[src/rtl/sclp_pkg.sv]
// Shared types, codes and keyword constants of the serial command line parser.
// No dependencies; every module file of the block imports this package.
package sclp_pkg;

  localparam int MAX_LINE = 64;

  localparam int KW_COUNT = 4;
  localparam int KW_MAX   = 12;
  localparam int POS_W    = 4;

  localparam logic [POS_W-1:0] POS_SAT = POS_W'(KW_MAX + 1);

  localparam logic [2:0] CODE_PENDING   = 3'd0;
  localparam logic [2:0] CODE_EMPTY     = 3'd1;
  localparam logic [2:0] CODE_COMMAND   = 3'd2;
  localparam logic [2:0] CODE_UNKNOWN   = 3'd3;
  localparam logic [2:0] CODE_MALFORMED = 3'd4;
  localparam logic [2:0] CODE_TOO_LONG  = 3'd5;

  localparam logic [2:0] CMD_NONE = 3'd0;

  localparam logic [1:0] CAUSE_NONE      = 2'd0;
  localparam logic [1:0] CAUSE_MALFORMED = 2'd1;
  localparam logic [1:0] CAUSE_TOO_LONG  = 2'd2;

  localparam logic [7:0] CHAR_LF    = 8'h0A;
  localparam logic [7:0] CHAR_CR    = 8'h0D;
  localparam logic [7:0] CHAR_SPACE = 8'h20;
  localparam logic [7:0] CHAR_TILDE = 8'h7E;
  localparam logic [7:0] CHAR_UC_A  = 8'h41;
  localparam logic [7:0] CHAR_UC_Z  = 8'h5A;

  // Keywords are left aligned: character i sits at bits (KW_MAX-1-i)*8 +: 8.
  localparam logic [KW_MAX*8-1:0] KW_TEXT [KW_COUNT] = '{
    {"status", {6{8'h00}}},
    "album-status",
    {"voice-tap", {3{8'h00}}},
    {"aigc-test", {3{8'h00}}}
  };

  localparam logic [POS_W-1:0] KW_LEN [KW_COUNT] = '{4'd6, 4'd12, 4'd9, 4'd9};

  typedef struct packed {
    logic load;
    logic exec;
  } dp_cmd_t;

endpackage

[src/rtl/sclp_datapath.sv]
// Datapath of the command line parser: line state, trimmed keyword window and result.
// Depends on sclp_pkg; driven by sclp_ctrl through a dp_cmd_t command.
module sclp_datapath import sclp_pkg::*; #(
  parameter int MaxLine = MAX_LINE
) (
  input  logic       clk,
  input  logic       rst_n,
  input  dp_cmd_t    cmd,
  input  logic [7:0] rx_byte,
  output logic [2:0] parse_code,
  output logic [2:0] command_id
);

  localparam int LenW = $clog2(MaxLine + 1);

  logic [7:0]       byte_r;
  logic [LenW-1:0]  len_r, len_nxt;
  logic [1:0]       cause_r, cause_nxt;
  logic             seen_r, seen_nxt;
  logic [POS_W-1:0] pos_r, pos_nxt;
  logic [POS_W-1:0] trim_r, trim_nxt;
  logic [7:0]       chars_r [KW_MAX];
  logic [2:0]       code_r, code_nxt;
  logic [2:0]       cmd_id_r, cmd_id_nxt;

  logic             is_lf, is_cr, printable, is_space, wr_en;
  logic [7:0]       folded;
  logic [KW_COUNT-1:0] hit;
  logic [2:0]       match_id;

  assign is_lf     = (byte_r == CHAR_LF);
  assign is_cr     = (byte_r == CHAR_CR);
  assign printable = (byte_r >= CHAR_SPACE) && (byte_r <= CHAR_TILDE);
  assign folded    = ((byte_r >= CHAR_UC_A) && (byte_r <= CHAR_UC_Z)) ?
                     (byte_r | CHAR_SPACE) : byte_r;
  assign is_space  = (folded == CHAR_SPACE);

  always_comb begin
    for (int k = 0; k < KW_COUNT; k++) begin
      hit[k] = (trim_r == KW_LEN[k]);
      for (int i = 0; i < KW_MAX; i++) begin
        if ((POS_W'(i) < KW_LEN[k]) &&
            (chars_r[i] != KW_TEXT[k][(KW_MAX-1-i)*8 +: 8])) begin
          hit[k] = 1'b0;
        end
      end
    end
    match_id = CMD_NONE;
    for (int k = KW_COUNT - 1; k >= 0; k--) begin
      if (hit[k]) begin
        match_id = 3'(k + 1);
      end
    end
  end

  always_comb begin
    len_nxt    = len_r;
    cause_nxt  = cause_r;
    seen_nxt   = seen_r;
    pos_nxt    = pos_r;
    trim_nxt   = trim_r;
    code_nxt   = CODE_PENDING;
    cmd_id_nxt = CMD_NONE;
    wr_en      = 1'b0;
    if (is_lf) begin
      if (cause_r == CAUSE_TOO_LONG) begin
        code_nxt = CODE_TOO_LONG;
      end else if (cause_r == CAUSE_MALFORMED) begin
        code_nxt = CODE_MALFORMED;
      end else if (!seen_r) begin
        code_nxt = CODE_EMPTY;
      end else if (match_id != CMD_NONE) begin
        code_nxt   = CODE_COMMAND;
        cmd_id_nxt = match_id;
      end else begin
        code_nxt = CODE_UNKNOWN;
      end
      len_nxt   = '0;
      cause_nxt = CAUSE_NONE;
      seen_nxt  = 1'b0;
      pos_nxt   = '0;
      trim_nxt  = '0;
    end else if (!is_cr && (cause_r == CAUSE_NONE)) begin
      if (!printable) begin
        cause_nxt = CAUSE_MALFORMED;
      end else if (len_r >= LenW'(MaxLine)) begin
        cause_nxt = CAUSE_TOO_LONG;
      end else begin
        len_nxt = len_r + 1'b1;
        if (seen_r || !is_space) begin
          seen_nxt = 1'b1;
          wr_en    = (pos_r < POS_W'(KW_MAX));
          pos_nxt  = (pos_r == POS_SAT) ? pos_r : pos_r + 1'b1;
          if (!is_space) begin
            trim_nxt = pos_nxt;
          end
        end
      end
    end
  end

  always_ff @(posedge clk) begin
    if (!rst_n) begin
      len_r   <= '0;
      cause_r <= CAUSE_NONE;
      seen_r  <= 1'b0;
      pos_r   <= '0;
      trim_r  <= '0;
    end else if (cmd.exec) begin
      len_r   <= len_nxt;
      cause_r <= cause_nxt;
      seen_r  <= seen_nxt;
      pos_r   <= pos_nxt;
      trim_r  <= trim_nxt;
    end
  end

  always_ff @(posedge clk) begin
    if (cmd.load) begin
      byte_r <= rx_byte;
    end
    if (cmd.exec) begin
      code_r   <= code_nxt;
      cmd_id_r <= cmd_id_nxt;
      if (wr_en) begin
        chars_r[pos_r] <= folded;
      end
    end
  end

  assign parse_code = code_r;
  assign command_id = cmd_id_r;

endmodule

[src/rtl/sclp_ctrl.sv]
// Controller of the command line parser: input and result handshakes, datapath commands.
// Depends on sclp_pkg for the dp_cmd_t command type.
module sclp_ctrl import sclp_pkg::*; (
  input  logic    clk,
  input  logic    rst_n,
  input  logic    in_tvalid,
  output logic    in_tready,
  output logic    out_tvalid,
  input  logic    out_tready,
  output dp_cmd_t cmd
);

  localparam logic [1:0] S_IDLE = 2'd0;
  localparam logic [1:0] S_EXEC = 2'd1;
  localparam logic [1:0] S_OUT  = 2'd2;

  logic [1:0] state_r, state_nxt;

  always_comb begin
    state_nxt = state_r;
    case (state_r)
      S_IDLE: begin
        if (in_tvalid) begin
          state_nxt = S_EXEC;
        end
      end
      S_EXEC: begin
        state_nxt = S_OUT;
      end
      S_OUT: begin
        if (out_tready) begin
          state_nxt = S_IDLE;
        end
      end
      default: begin
        state_nxt = S_IDLE;
      end
    endcase
  end

  always_ff @(posedge clk) begin
    if (!rst_n) begin
      state_r <= S_IDLE;
    end else begin
      state_r <= state_nxt;
    end
  end

  assign in_tready  = (state_r == S_IDLE);
  assign out_tvalid = (state_r == S_OUT);
  assign cmd.load   = in_tvalid && in_tready;
  assign cmd.exec   = (state_r == S_EXEC);

endmodule

[src/rtl/serial_command_line_parser.sv]
// Serial command line parser: one received byte in, one parse result out per item.
// Usage:
// The input stream carries one raw serial byte per item in in_tdata. Every byte
// yields exactly one result item on the output stream. Bytes other than line feed
// give the pending code; a line feed classifies the buffered line as empty,
// unknown, malformed, too long or one of four commands, then clears the line.
// An item passes the controller states in order: the byte is captured on
// acceptance in idle, the line state and result register update in exec, and
// the result is offered in out. The controller handles one item at a time,
// so the input accepts a new byte only after the previous result was taken.
// Keyword matching is done combinationally on a twelve-character window, so a
// line feed takes no longer than any other byte. When out_tready is low the
// result holds and in_tready stays low.
// Reset clears the line state at once; no clearing pass is needed.
// Depends on sclp_pkg, sclp_ctrl and sclp_datapath.
module serial_command_line_parser import sclp_pkg::*; #(
  parameter int MaxLine = MAX_LINE
) (
  input  logic       clk,
  input  logic       rst_n,
  input  logic       in_tvalid,
  output logic       in_tready,
  input  logic [7:0] in_tdata,   // [7:0] rx_byte
  output logic       out_tvalid,
  input  logic       out_tready,
  output logic [7:0] out_tdata   // [2:0] parse_code, [5:3] command_id, [7:6] zero
);

  dp_cmd_t    cmd;
  logic [2:0] parse_code;
  logic [2:0] command_id;

  sclp_ctrl u_ctrl (
    .clk        (clk),
    .rst_n      (rst_n),
    .in_tvalid  (in_tvalid),
    .in_tready  (in_tready),
    .out_tvalid (out_tvalid),
    .out_tready (out_tready),
    .cmd        (cmd)
  );

  sclp_datapath #(
    .MaxLine (MaxLine)
  ) u_datapath (
    .clk        (clk),
    .rst_n      (rst_n),
    .cmd        (cmd),
    .rx_byte    (in_tdata),
    .parse_code (parse_code),
    .command_id (command_id)
  );

  assign out_tdata = {2'b00, command_id, parse_code};

endmodule

[config.mk]
export PLATFORM = sky130hd
export DESIGN_NAME = serial_command_line_parser
export DESIGN_NICKNAME = d
export VERILOG_FILES = /design/src/rtl/sclp_pkg.sv /design/src/rtl/sclp_datapath.sv /design/src/rtl/sclp_ctrl.sv /design/src/rtl/serial_command_line_parser.sv
export SDC_FILE = /design/constraint.sdc
export NUM_CORES = 1
export LEC_CHECK = 0
export BUFFER_PORTS_ARGS = -buffer_cell sky130_fd_sc_hd__buf_2
export CORE_ASPECT_RATIO = 0.75
export CORE_MARGIN = 4
export CORE_UTILIZATION = 60
export CTS_BUF_LIST = sky130_fd_sc_hd__clkbuf_16
export DETAILED_ROUTE_END_ITERATION = 7
export PLACE_DENSITY = 0.83
export RECOVER_POWER = 50
export REMOVE_ABC_BUFFERS = 1
export SLEW_MARGIN = 40
export SYNTH_ARGS = -nofsm -noshare
export SYNTH_HDL_FRONTEND = slang
export SYNTH_SLANG_ARGS = --single-unit
[constraint.sdc]
create_clock -name clk -period 3.5 [get_ports clk]
set_input_delay 0.35 -clock clk [delete_from_list [all_inputs] [get_ports clk]]
set_output_delay 0.35 -clock clk [all_outputs]
set_load 0.02 [all_outputs]
==> flow_summary.yaml, run 1 <==
clock_network:
  cts-root-buf: "clkbuf_16"
  insertion_delay_ns: 0.42
  cts.htree.levels: 4
  cts_tree: "built"
  numCtsBuffers: 17
  clock-sinks: 130
  cts.path.max_buffers: 2
  cts_hold_buf: 0
  cts_setup_buffers: 0
  cts_resized: 0
  path_clk_slew_ns: 0.06
floorplanning:
  coreArea_um2: 8450
  design.die.area_um2: 10200
  io_pins: 22
  dieHeight_um: 88.7
  row_count: 29
  fp.dieW_um: 116
  start_util_pct: 61.6
timing:
  setup_viol: 0
  drv_slew: 0
  fin_ws_ns: 0.377
  fin_tns_setup_ns: 0
  fmax_mhz: 320
  hold_violations: 0
  tightest_slew_ns: 0.898
  timing.final.crit_share_pct: 89.2
  rsz0062_at_grt: "no"
  period_minus_slack_ns: 3.12
  max_slew_margin_pct: 40.1
  clock_skew_ns: 0.0102
global_routing:
  grt_max_degree: 21
  overflow: 0
  antenna_found_initial: 0
  grt_use_total_pct: 22.8
  grt_first_pass_wirelength_um: 16700
  grt_pass1_vias: 3175
cells_and_area:
  regArea_um2: 3700
  final_core_util_pct: 70.6
  final_cell_mix: "110 x edfxtp_1, 21 x a21oi_1, 20 x dfxtp_1, 17 x nor2_1, 17 x clkbuf_16"
  drive_gt1_share_pct: 14.7
  multi_input_area_um2: 1380
  nets: 416
  fillerInstances: 543
  syn_to_final_growth_pct: 14.8
  final_cells: 516
  final_area_um2: 5970
  final_common_cell: "edfxtp_1"
  antenna_cells: 0
place:
  detailed_place_hpwl_um: 7370
  dp.cells: 484
  dp_slack_ns: 0.563
  port_buffers: 19
  routabilityCongestion: 0.898
  dpl_cell_area_um2: 5450
logic_synthesis:
  ys_top_cells_by_area: "edfxtp_1 63%, dfxtp_1 7.7%, ha_1 2.2%"
  synth-edff-count: 110
  ys_seq_area_share_pct: 71.2
  syn-cell-area_um2: 5200
  synth.largest_area_cell: "edfxtp_1"
  ys_warn_count: 0
  synth_cell_types: 57
  yosys_register_bits: 130
  synth_top_area_share_pct: 63.5
  avgSynthCellArea_um2: 14.7
  synth_cells: 354
  synth_top_flop_cell: "edfxtp_1"
  async_reset_ff_share_pct: 0
worst_setup_path:
  cp-end-kind: "register"
  critPathMaxFanout: 18
  worstPathArrival_ns: 3.19
  critical-path-max-stage-delay_ns: 0.69
  worstPathCellList: "clkbuf_1, o311ai_4, or3_2, nor3b_1, and2_1"
  required_ns: 3.57
  path_class: "reg2reg"
  start_kind: "register"
  crit_path_top_delay_cell: "clkbuf_1"
hold_path:
  hold_class: "in2reg"
status:
  status: "finished clean"
drt:
  viasPerCell: 6.35
  num_vias: 3277
  dr.first_iter.drc_count: 286
  dr.pass1.iters: 5
  finalWirelength_um: 10800
  drc: 0
  wl_per_cell_um: 21.0
  antenna_left: 0
flow_run:
  max-cap-violations: 0
power_and_ir_drop:
  ir_drop_v: 0.000527
  leakage_nw: 1.89
  p_per_area_nw_per_um2: 582
cell type report:
type,count,share of cell area (%)
clock buffer,17,7.12
clock inverter,15,2.24
inverter,15,0.943
multi-input combinational,203,23.1
sequential,130,62.0
tap,108,2.26
timing repair buffer,28,2.30
where the power goes:
part | switching [mW] | total [mW] | internal, mW
sequential | 0.0292 | 1.73 | 1.70
combinational | 0.0692 | 0.101 | 0.0315
clock | 0.666 | 1.64 | 0.977
total | 0.765 | 3.48 | 2.71
metal layers:
metal | global-route usage (%) | part of all wire [%]
met4 | 9.59 | 1.8
met2 | 33.5 | 44
met3 | 7.93 | 9.9
met1 | 31.2 | 44
met5 | 0 | 0
sequential cells by signal (all words and copies together), names as in the netlist:
name	flops
u_datapath.trim_r	4
u_datapath.chars_r	96
u_datapath.seen_r	1
u_datapath.len_r	7
u_datapath.byte_r	8
u_datapath.cause_r	2
u_datapath.parse_code	3
u_ctrl.state_r	2
u_datapath.pos_r	4
u_datapath.command_id	3
final timing paths:
check / start / end / slack [ns] / depth (start not counted)
worst max-delay path: u_datapath.byte_r[1]$_DFFE_PP_ / u_datapath.chars_r[4][7]$_DFFE_PP_ / 0.38 / 5
worst min-delay path: in_tdata[5] / u_datapath.byte_r[5]$_DFFE_PP_ / 0.10 / 1
worst max register to register: u_datapath.byte_r[1]$_DFFE_PP_ / u_datapath.chars_r[4][7]$_DFFE_PP_ / 0.38 / 5
worst min register to register: u_datapath.len_r[3]$_SDFFE_PN0P_ / u_datapath.len_r[3]$_SDFFE_PN0P_ / 0.48 / 2
logic make-up (layout without fill, tap and decap cells):
family | after synthesis | in the layout | synth area share, %
compound gates | 51 | 51 | 6.16
xor+xnor | 3 | 3 | 0.505
fa+ha+maj | 9 | 9 | 2.16
buf+inv | 22 | 75 | 2.24
flops | 130 | 130 | 71.2
mux | 1 | 1 | 0.192
other cells | 1 | 2 | 0.0721
simple gates | 137 | 137 | 17.5
critical path: cells and delay by family, from the launching register on:
family          cells  cell delay, ns
compound gates      1            0.24
buf+inv             1            0.69
flops               1            0.36
simple gates        3            1.47
cells in the mapped netlist, types with 2 or more instances:
library cell / count
a21oi_1: 21
a31oi_1: 2
and2_1: 8
and3_1: 2
and4_1: 3
and4b_1: 3
buf_2: 2
buf_4: 2
dfxtp_1: 20
edfxtp_1: 110
ha_1: 9
inv_1: 14
nand2_1: 8
nand2b_1: 4
nand3_1: 15
nand3b_1: 4
nand4_1: 10
nand4b_1: 10
nand4bb_1: 3
nor2_1: 17
nor3_1: 7
nor3b_1: 6
nor4_1: 12
nor4b_1: 3
nor4bb_1: 4
o21ai_0: 14
or3_1: 2
or3_2: 6
or4b_1: 2
or4bb_1: 2
xnor2_1: 3
stage by stage:
stage,hold WS (ns),power (mW)
final,0.102,3.48
after global routing,0.0886,3.58
after CTS,0.0954,3.49
after detailed placement,0.474,1.87
after global placement,0.464,1.86
after floorplan,0.449,1.82
No activity file was read; power rests on OpenSTA's default activity.
==> run 2: changes to the inputs <==
--- a/config.mk
+++ b/config.mk
@@ -11,7 +11,7 @@
 export CORE_UTILIZATION = 60
 export CTS_BUF_LIST = sky130_fd_sc_hd__clkbuf_16
 export DETAILED_ROUTE_END_ITERATION = 7
-export PLACE_DENSITY = 0.83
+export PLACE_DENSITY = 0.78
 export RECOVER_POWER = 50
 export REMOVE_ABC_BUFFERS = 1
 export SLEW_MARGIN = 40
==> run 2 against run 1 <==
Net effect:
- global-route usage up 3.5 points
- die area unchanged
- hold slack better by 0.027 ns
- critical endpoint unchanged
==> flow_summary.yaml, run 2 (synthesis results as in run 1) <==
status:
  status: "finished clean"
timing:
  timing.final.crit_share_pct: 84.9
  period_minus_slack_ns: 2.97
  clock_skew_ns: 0.0105
  hold_violations: 0
  setup_viol: 0
  max_slew_margin_pct: 45.7
  fin_tns_setup_ns: 0
  tightest_slew_ns: 0.814
  drv_slew: 0
  rsz0062_at_grt: "no"
  fmax_mhz: 336
clock_network:
  cts-root-buf: "clkbuf_16"
  clock-sinks: 130
  cts_resized: 0
  cts_hold_buf: 0
  numCtsBuffers: 17
  cts.path.max_buffers: 2
  cts.htree.levels: 4
  cts_tree: "built"
  cts_setup_buffers: 0
  path_clk_slew_ns: 0.06
  insertion_delay_ns: 0.42
global_routing:
  antenna_found_initial: 1
  grt_pass1_vias: 3265
  busiest_layer: "met2"
  grt_use_total_pct: 26.2
  grt_max_degree: 21
  overflow: 0
  met1_usage_pct: 36.2
  met2_usage_pct: 39.5
  grt_first_pass_wirelength_um: 18900
  met3_usage_pct: 8.68
place:
  dpl_cell_area_um2: 5460
  port_buffers: 19
  dp.cells: 486
  detailed_place_hpwl_um: 8490
  routabilityCongestion: 0.895
worst_setup_path:
  r2r_end: "u_datapath.chars_r[4][7]$_DFFE_PP_"
  required_ns: 3.57
  r2r-start: "u_ctrl.state_r[1]$_SDFFE_PN0P_"
  critPathMaxFanout: 9
  reg2reg_depth: 6
  critical_path_cell_count: 6
  worstPathCellList: "nand2b_1, inv_1, o311ai_4, or3_2, nor3b_1, and2_1"
  crit_path_top_delay_cell: "or3_2"
  endpoint: "u_datapath.chars_r[4][7]$_DFFE_PP_"
  startpoint: "u_ctrl.state_r[1]$_SDFFE_PN0P_"
  cp-end-kind: "register"
  path_class: "reg2reg"
  crit_buf_inv: 1
  critical-path-max-stage-delay_ns: 0.55
  start_kind: "register"
  reg2reg_setup_slack_ns: 0.53
  worstPathArrival_ns: 3.04
  crit_family: "simple AND/OR/NAND/NOR gates"
cells_and_area:
  fillerInstances: 555
  final_core_util_pct: 70.0
  top_regs: "u_datapath.chars_r (96), u_datapath.byte_r (8), u_datapath.len_r (7)"
  largest-register: "u_datapath.chars_r"
  nets: 418
  syn_to_final_growth_pct: 13.8
  final_cells: 519
  final_area_um2: 5920
  drive_gt1_share_pct: 12.2
  final_common_cell: "edfxtp_1"
  largest_register_ffs: 96
  final_cell_mix: "110 x edfxtp_1, 22 x clkbuf_1, 21 x a21oi_1, 20 x dfxtp_1, 18 x inv_1"
flow_run:
  max-cap-violations: 0
drt:
  viasPerCell: 6.55
  wl_per_cell_um: 24.2
  antenna_left: 0
  finalWirelength_um: 12600
  dr.pass1.iters: 6
  drc: 0
  num_vias: 3402
  dr.first_iter.drc_count: 419
floorplanning:
  coreArea_um2: 8450
  design.die.area_um2: 10200
  dieHeight_um: 88.7
  io_pins: 22
  fp.dieW_um: 116
  row_count: 29
  start_util_pct: 61.6
power_and_ir_drop:
  clockPowerShare_pct: 45.1
  p_per_area_nw_per_um2: 568
  netSwitchingFraction_pct: 22.1
  p_int_mw: 2.62
  pwr-share-seq_pct: 51.3
  p_sw_uw: 742
  p_comb_share_pct: 3.6
  ir_drop_v: 0.000475
  finalPower_mw: 3.36
  leakage_nw: 1.87
hold_path:
  hold_class: "in2reg"
==> run 2: changes by cell type in the layout (fill, tap and decap cells not counted), moves of 2 or more <==
cell / delta
buf_2: -7
inv_6: -2
clkinv_2: +4
clkinv_4: -3
inv_1: +4
clkbuf_1: +10
==> run 2: how the worst min path moves through the flow <==
stage | slack [ns] | depth (start not counted) | from | end
after detailed placement | 0.48 | 2 | u_datapath.len_r[3]$_SDFFE_PN0P_ | u_datapath.len_r[3]$_SDFFE_PN0P_
after global placement | 0.47 | 2 | u_datapath.len_r[3]$_SDFFE_PN0P_ | u_datapath.len_r[3]$_SDFFE_PN0P_
after CTS | 0.11 | 1 | in_tdata[0] | u_datapath.byte_r[0]$_DFFE_PP_
after global routing | 0.11 | 1 | in_tdata[0] | u_datapath.byte_r[0]$_DFFE_PP_
final | 0.13 | 1 | in_tdata[0] | u_datapath.byte_r[0]$_DFFE_PP_
after floorplan | 0.45 | 0 | in_tdata[0] | u_datapath.byte_r[0]$_DFFE_PP_
==> run 2: final cells by class <==
class                      count  area (µm²)  area share [%]
inverter                      15        56.3           0.951
tap                          108         135            2.28
sequential                   130        3700            62.5
timing repair buffer          30         133            2.24
clock inverter                15        83.8            1.42
clock buffer                  17         425            7.18
multi-input combinational    203        1380            23.3
antenna                        1        2.50          0.0423
==> run 2: power groups by stage <==
stage / sequential, mW / combinational, mW / clock, mW
after floorplan: 1.76 / 0.0571 / 0
after global placement: 1.75 / 0.122 / 0
after detailed placement: 1.75 / 0.126 / 0
after CTS: 1.72 / 0.126 / 1.53
after global routing: 1.72 / 0.131 / 1.61
final: 1.72 / 0.121 / 1.52
==> run 2: metrics by stage <==
stage          setup slack [ns]  hold WS, ns
2_1_floorplan             0.782        0.449
3_3_place_gp              0.849        0.467
3_5_place_dp              0.741        0.485
4_1_cts                   0.710        0.109
5_1_grt                   0.394        0.109
6_report                  0.528        0.129
==> run 2: per-layer routing <==
metal / vias up / part of all wire [%]
met5: - / 0
li1: 1481 / -
met4: 0 / 2.2
met2: 206 / 46
met1: 1675 / 40
met3: 40 / 11
